### src/rtl/aes128_block_encrypt_core_defines.svh
// Assertion helpers shared by the core.
`ifndef AES128_BLOCK_ENCRYPT_CORE_DEFINES_SVH
`define AES128_BLOCK_ENCRYPT_CORE_DEFINES_SVH

// Check a consequence in the same cycle as its antecedent.
`define AESB_ASSERT_SAME(lbl, clk, rst_n, ante, cons, msg) \
    lbl: assert property (@(posedge clk) disable iff (!(rst_n)) (ante) |-> (cons)) \
        else $error(msg);

// Check a consequence in the cycle after its antecedent.
`define AESB_ASSERT_NEXT(lbl, clk, rst_n, ante, cons, msg) \
    lbl: assert property (@(posedge clk) disable iff (!(rst_n)) (ante) |=> (cons)) \
        else $error(msg);

`endif

### src/rtl/aesb_pkg.sv
package aesb_pkg;

    localparam int ROUNDS  = 10;
    localparam int RK_ROWS = ROUNDS + 1;
    localparam int RK_AW   = $clog2(RK_ROWS);

    localparam logic [RK_AW-1:0] LAST_ROW  = RK_AW'(ROUNDS);
    localparam logic [RK_AW-1:0] FIRST_ROW = '0;

    localparam logic [7:0] GF_POLY   = 8'h1b;
    localparam logic [7:0] RCON_INIT = 8'h01;

    // Configuration register indexes
    localparam logic CFG_KEY_HIGH = 1'b0;
    localparam logic CFG_KEY_LOW  = 1'b1;

    // Round-key memory write port; one row holds the four words of a round key
    typedef struct packed {
        logic             we;
        logic [RK_AW-1:0] addr;
        logic [127:0]     data;
    } t_rk_wr;

    localparam logic [7:0] SBOX [256] = '{
        8'h63, 8'h7c, 8'h77, 8'h7b, 8'hf2, 8'h6b, 8'h6f, 8'hc5,
        8'h30, 8'h01, 8'h67, 8'h2b, 8'hfe, 8'hd7, 8'hab, 8'h76,
        8'hca, 8'h82, 8'hc9, 8'h7d, 8'hfa, 8'h59, 8'h47, 8'hf0,
        8'had, 8'hd4, 8'ha2, 8'haf, 8'h9c, 8'ha4, 8'h72, 8'hc0,
        8'hb7, 8'hfd, 8'h93, 8'h26, 8'h36, 8'h3f, 8'hf7, 8'hcc,
        8'h34, 8'ha5, 8'he5, 8'hf1, 8'h71, 8'hd8, 8'h31, 8'h15,
        8'h04, 8'hc7, 8'h23, 8'hc3, 8'h18, 8'h96, 8'h05, 8'h9a,
        8'h07, 8'h12, 8'h80, 8'he2, 8'heb, 8'h27, 8'hb2, 8'h75,
        8'h09, 8'h83, 8'h2c, 8'h1a, 8'h1b, 8'h6e, 8'h5a, 8'ha0,
        8'h52, 8'h3b, 8'hd6, 8'hb3, 8'h29, 8'he3, 8'h2f, 8'h84,
        8'h53, 8'hd1, 8'h00, 8'hed, 8'h20, 8'hfc, 8'hb1, 8'h5b,
        8'h6a, 8'hcb, 8'hbe, 8'h39, 8'h4a, 8'h4c, 8'h58, 8'hcf,
        8'hd0, 8'hef, 8'haa, 8'hfb, 8'h43, 8'h4d, 8'h33, 8'h85,
        8'h45, 8'hf9, 8'h02, 8'h7f, 8'h50, 8'h3c, 8'h9f, 8'ha8,
        8'h51, 8'ha3, 8'h40, 8'h8f, 8'h92, 8'h9d, 8'h38, 8'hf5,
        8'hbc, 8'hb6, 8'hda, 8'h21, 8'h10, 8'hff, 8'hf3, 8'hd2,
        8'hcd, 8'h0c, 8'h13, 8'hec, 8'h5f, 8'h97, 8'h44, 8'h17,
        8'hc4, 8'ha7, 8'h7e, 8'h3d, 8'h64, 8'h5d, 8'h19, 8'h73,
        8'h60, 8'h81, 8'h4f, 8'hdc, 8'h22, 8'h2a, 8'h90, 8'h88,
        8'h46, 8'hee, 8'hb8, 8'h14, 8'hde, 8'h5e, 8'h0b, 8'hdb,
        8'he0, 8'h32, 8'h3a, 8'h0a, 8'h49, 8'h06, 8'h24, 8'h5c,
        8'hc2, 8'hd3, 8'hac, 8'h62, 8'h91, 8'h95, 8'he4, 8'h79,
        8'he7, 8'hc8, 8'h37, 8'h6d, 8'h8d, 8'hd5, 8'h4e, 8'ha9,
        8'h6c, 8'h56, 8'hf4, 8'hea, 8'h65, 8'h7a, 8'hae, 8'h08,
        8'hba, 8'h78, 8'h25, 8'h2e, 8'h1c, 8'ha6, 8'hb4, 8'hc6,
        8'he8, 8'hdd, 8'h74, 8'h1f, 8'h4b, 8'hbd, 8'h8b, 8'h8a,
        8'h70, 8'h3e, 8'hb5, 8'h66, 8'h48, 8'h03, 8'hf6, 8'h0e,
        8'h61, 8'h35, 8'h57, 8'hb9, 8'h86, 8'hc1, 8'h1d, 8'h9e,
        8'he1, 8'hf8, 8'h98, 8'h11, 8'h69, 8'hd9, 8'h8e, 8'h94,
        8'h9b, 8'h1e, 8'h87, 8'he9, 8'hce, 8'h55, 8'h28, 8'hdf,
        8'h8c, 8'ha1, 8'h89, 8'h0d, 8'hbf, 8'he6, 8'h42, 8'h68,
        8'h41, 8'h99, 8'h2d, 8'h0f, 8'hb0, 8'h54, 8'hbb, 8'h16
    };

    function automatic logic [7:0] f_sbox(input logic [7:0] x);
        return SBOX[x];
    endfunction

    // Multiply by x in GF(2^8)
    function automatic logic [7:0] f_xtime(input logic [7:0] x);
        return {x[6:0], 1'b0} ^ (x[7] ? GF_POLY : 8'h00);
    endfunction

endpackage

### src/rtl/aesb_rkmem.sv
module aesb_rkmem
    import aesb_pkg::*;
(
    input  logic             i_clk,
    input  t_rk_wr           i_wr,
    input  logic [RK_AW-1:0] i_raddr,
    output logic [127:0]     o_rdata
);

    logic [127:0] r_mem [RK_ROWS];
    logic [127:0] r_rdata;

    // Write one round-key row
    always_ff @(posedge i_clk) begin
        if (i_wr.we) begin
            r_mem[i_wr.addr] <= i_wr.data;
        end
    end

    // Registered read: the row appears in the cycle after its address
    always_ff @(posedge i_clk) begin
        r_rdata <= r_mem[i_raddr];
    end

    assign o_rdata = r_rdata;

endmodule

### config.mk
export PLATFORM = sky130hd
export DESIGN_NAME = aesb_rkmem
export DESIGN_NICKNAME = d
export VERILOG_FILES = /design/src/rtl/aes128_block_encrypt_core_defines.svh /design/src/rtl/aesb_pkg.sv /design/src/rtl/aesb_rkmem.sv
export SDC_FILE = /design/constraint.sdc
export NUM_CORES = 1
export LEC_CHECK = 0
export BUFFER_PORTS_ARGS = -buffer_cell sky130_fd_sc_hd__buf_2
export CELL_PAD_IN_SITES_DETAIL_PLACEMENT = 0
export CELL_PAD_IN_SITES_GLOBAL_PLACEMENT = 1
export CORE_MARGIN = 2
export CORE_UTILIZATION = 45
export DETAILED_ROUTE_END_ITERATION = 8
export HOLD_SLACK_MARGIN = 0.15
export PLACE_DENSITY = 0.76
export SYNTH_ARGS = -nofsm -noshare
export SYNTH_HDL_FRONTEND = slang
export SYNTH_SLANG_ARGS = --single-unit
export TNS_END_PERCENT = 1
### constraint.sdc
create_clock -name i_clk -period 14 [get_ports i_clk]
set_input_delay 2.8 -clock i_clk [delete_from_list [all_inputs] [get_ports i_clk]]
set_output_delay 2.8 -clock i_clk [all_outputs]
set_load 0.05 [all_outputs]
# Word-level counts from Yosys, hierarchy flattened
# Memory sizes are Yosys's and may differ from the RTL's. A register that Yosys moved wholly into a read port is not among the register bits.
# Cells that the tools add are included.
# Widths: inputs -> output; s select.
# classes
muxes,2
# op_table
operator,n
$mux 1,2
# totals
word_cells,3
inputBits,138
output_inout_bits,128
n_memories,1
ff_bits,0
mem_bits_rw,1408
# memory_table
name,words,width,rd,rd_ports_with_merged_regs,write_ports,line_no,source
r_mem,11,128,1,1,1,aesb_rkmem.sv:10,logic [127:0] r_mem [RK_ROWS];

# Longest topological paths before layout
# logic_depth
depth_word,2
depth_mapped,6
mapped_depth_nobuf,3

# Worst setup path before layout
# Ideal clock, no wire load.
# synth_timing
path_type,input-to-reg
start,input port i_wr[131] (netlist bit)
end,"memory r_mem[0][0], enable pin"
t_required_ps,13226
arrival_time_ps,11954
stages,2
path_slack_ps,1272
cell_sequence,or3b_2 nor3_1
# synth_rtl
item,line_no,source
"start, declared",aesb_rkmem.sv:5,"input t_rk_wr i_wr,"
"end, declared",aesb_rkmem.sv:10,
# Straight into the memory's write port.

==> results list <==
* Result of the run: complete, no violations
- Global routing consumed, over all layers together, 19.6% of the routing resources.
- Sequential fraction of the synthesis area: 78.0%
* RSZ-0062 raised after global routing: no
* CTS HTree Levels: 4
* Worst Clk Skew: 0.0279 ns
- Netlist area before placement: 57500 sq um
* Leakage power figure: 22.0 nW
* Most repeated library cell on the critical path: sky130_fd_sc_hd__buf_4
* Count of buffers inserted at the top-level ports: 265
- Number of storage elements in the synthesis netlist: 1536
- The final critical path takes up 40.0% of the cycle.
- The floorplan step defined a core boundary enclosing 127000 sq um.
- In this run the most critical hold path is launched from r_mem[10][98]$_DFFE_PP_.
- The routed design has 129000 microns of wire.
- Relative to the synthesized area, the layout overhead comes to 13.9%.
* First-pass detailed-route iteration total: 7
- In this run the critical register-to-register path is captured at o_rdata[29]$_DFF_P_.
* Count of nets left with antenna violations after detail routing: 0
- Largest family of logic cells by synthesized area: multiplexers
* Xor/xnor share of the synthesized area: 0%
- Register-to-register path setup slack: 12.84 ns
- After clock tree synthesis, the clock-pin slew on the worst setup and hold paths is 0.06 ns.
- The library cell used most frequently in the layout, excluding fill and tap cells, is sky130_fd_sc_hd__edfxtp_1.
- R2R cell count: 3
- Slowest stage delay, CP: 0.80 ns
- The first global-routing pass estimated 190000 microns of wire.
- In the synthesized netlist, the number of instances is 3021.
- Setup total negative slack on the finished layout was measured at 0 ns.
- Yosys warnings: 0
- Routability-driven placement finished with a final weighted congestion of 0.716.
- The slowest stage of the critical path belongs to the cell sky130_fd_sc_hd__buf_4.
- Most used cells in the layout excluding fill and tap cells: sky130_fd_sc_hd__edfxtp_1 (1408), sky130_fd_sc_hd__mux2_2 (384), sky130_fd_sc_hd__buf_2 (262)
- For the worst-skew pair, the clock arrives at the later sink with an insertion delay of 0.77 ns.
- DR WL met2: 62200 microns
* Met3 wire length: 7670 microns
- At the pin with the least slew margin, the transition time is 1.11 ns.
- Highest Clock Rate: 0.178 GHz
* Cell area power density: 149 nW/um^2
- Site Rows: 131
- In the routed design, unresolved DRC markers number 0.
* Vias/cell: 5.60
- The most used flip-flop cell after synthesis is sky130_fd_sc_hd__edfxtp_1.
- Die outline width: 361 microns
- Final net count: 3447
- The floorplan step set the die height to 361 microns.
- The final number of hold-violating endpoints came to 0.
- Initial antenna violation count: 36
- Post-cts sizing count: 0
* M1 WL: 56900 microns
- Of the total synthesized cell area, the portion taken by full adders, half adders and majority gates is 0%.
* Vias post-DR: 28600
* Final Slew Violations: 0
* Post-synthesis area per instance: 19.0 sq um
* VDD IR-drop max: 0.120 mV
* Area fraction in compound gates after synthesis: 6.69%
- Startpoint class of the critical path: input pin
* Post-layout worst setup margin: 8.39 ns
- At the worst endpoint, the arrival time is 6.23 ns.
- Sort of element at the end of the critical path: flip-flop
* Layout Utilization: 51.4%
* 1st-iter DRT viols: 2218
* Die area: 131000 sq um
- Critical setup path kind: input pin to flip-flop
- Setup-failing EPs final: 0
- Buffers inserted during clock tree synthesis total 156.
- Global route overflow: 0
- Yosys mapped a number of flops with a built-in enable equal to 1408.
* # Max-Cap Violations: 0
- The cell sitting at the root of the clock tree is a sky130_fd_sc_hd__clkbuf_16.
- Maximum fanout along the worst path: 58
- TritonCTS built the clock tree.
* Min-Delay Path Class: flip-flop to flip-flop
- The via count of the first global-routing pass was 29100.
- Clock net sink count: 1536
* Multiplexer share of the synthesized area: 12.0%
- Top-Level Pins: 266
- Number of buffers inserted by hold repair at cts: 0
* Net count after synthesis: 3159
- For hold timing, the worst endpoint is o_rdata[98]$_DFF_P_.
- Number of library cell types mapped by synthesis: 20
- Fraction of final layout cells sized beyond drive strength 1: 27.1%
- The worst hold path was traced through 3 stages.
* Post-CTS setup buffer count: 0
- After detailed routing, the average wire length per cell comes to 25.4 microns.
- Clock buffer depth: 3
* Filler-free cell count of the finished design: 5100
- Headroom to the max-slew limit came out at 26.1%.
- The highest metal layer carrying signal wires in the routed design is met5.
- Post-DP HPWL: 62000 microns
- Total placed cells including tap cells: 4813
- Pre-CTS setup slack: 7.60 ns
- Source of the worst register-to-register timing path: r_mem[2][29]$_DFFE_PP_
- Final critical path time including I/O delays and setup: 5.61 ns
- The initial utilization of the core area, before any placement, comes to 45.2%.
- Pin count of the biggest net entering global routing: 154
- Asr flop ratio synth: 0%
- STA puts the critical path data required time at 14.62 ns.
- On the final layout, the worst hold slack is 0.555 ns.
* Area share of and/or/nand/nor cells after synthesis: 1.58%
* Crit path cell chain: buf_8 > buf_4 > buf_4 > buf_4 > mux2_2 > o211ai_1 > o31ai_1
==> area by class of cell <==
cell class / count / area (sq um)
Antenna cell: 5 / 12.5
Clock buffer: 217 / 4340
Clock inverter: 65 / 589
Fill cell: 10100 / 61800
Multi-Input combinational cell: 1301 / 11700
Sequential cell: 1536 / 44800
Tap cell: 1662 / 2080
Timing Repair Buffer: 314 / 1820
==> power by group <==
group | leakage (nW) | switching (mW) | internal [mW]
logic | 5.76 | 0.414 | 0.182
clock network | 2.41 | 1.70 | 2.28
registers | 13.8 | 0.0431 | 5.13
==> worst max path at each step <==
stage               start               endpoint  slack [ns]  depth (start not counted)
2_1_floorplan   i_wr[131]  r_mem[0][0]$_DFFE_PP_        1.27                          2
3_3_place_gp   i_raddr[0]    o_rdata[59]$_DFF_P_        7.65                          7
3_5_place_dp   i_raddr[0]    o_rdata[66]$_DFF_P_        7.60                          7
4_1_cts        i_raddr[0]    o_rdata[66]$_DFF_P_        8.44                          7
5_1_grt        i_raddr[0]    o_rdata[60]$_DFF_P_        8.19                          7
6_report       i_raddr[0]    o_rdata[60]$_DFF_P_        8.39                          7
==> per-stage QoR <==
step | instance area (sq um) | power (mW)
6_report | 65400 | 9.75
3_5_place_dp | 60500 | 5.87
5_1_grt | 65400 | 10.1
3_3_place_gp | 60500 | 5.86
4_1_cts | 65400 | 9.83
2_1_floorplan | 57500 | 5.66
==> sequential cells by signal, indices dropped and copies added (netlist names) <==
register / cells
r_mem: 1408
o_rdata: 128
==> logic make-up (layout without fill, tap and decap cells) <==
group,count (synthesis),count (layout)
other,0,5
multiplexers,640,640
buffers and inverters,184,596
AO/OA/AOI/OAI,512,512
flip-flops,1536,1536
AND/OR/NAND/NOR,149,149
==> worst max-delay path, delay by kind of cell <==
| kind | cells | cell delay (ns) |
|---|---|---|
| muxes | 1 | 0.42 |
| AOI/OAI and AO/OA | 2 | 0.28 |
| buffers and inverters | 4 | 2.57 |
==> metal layers <==
layer | GRT usage (%) | vias to the layer above
li1 | - | 12800
met1 | 26.7 | 14700
met2 | 32.0 | 792
met3 | 4.13 | 206
met4 | 5.42 | 40
met5 | 0 | -
==> Yosys cell counts (all sizes together), types with 3 or more instances <==
library cell,number,share of area [%]
nor2,9,0.059
nand2b,131,1.4
o22ai,128,1.4
buf,91,1.1
dfxtp,128,4.5
a22o,128,2.0
o211ai,128,1.7
nor3,3,0.026
edfxtp,1408,74
mux2,384,7.5
mux2i,256,4.5
o31ai,128,1.7
clkbuf,93,0.61
(Power assumes the default switching activity.)
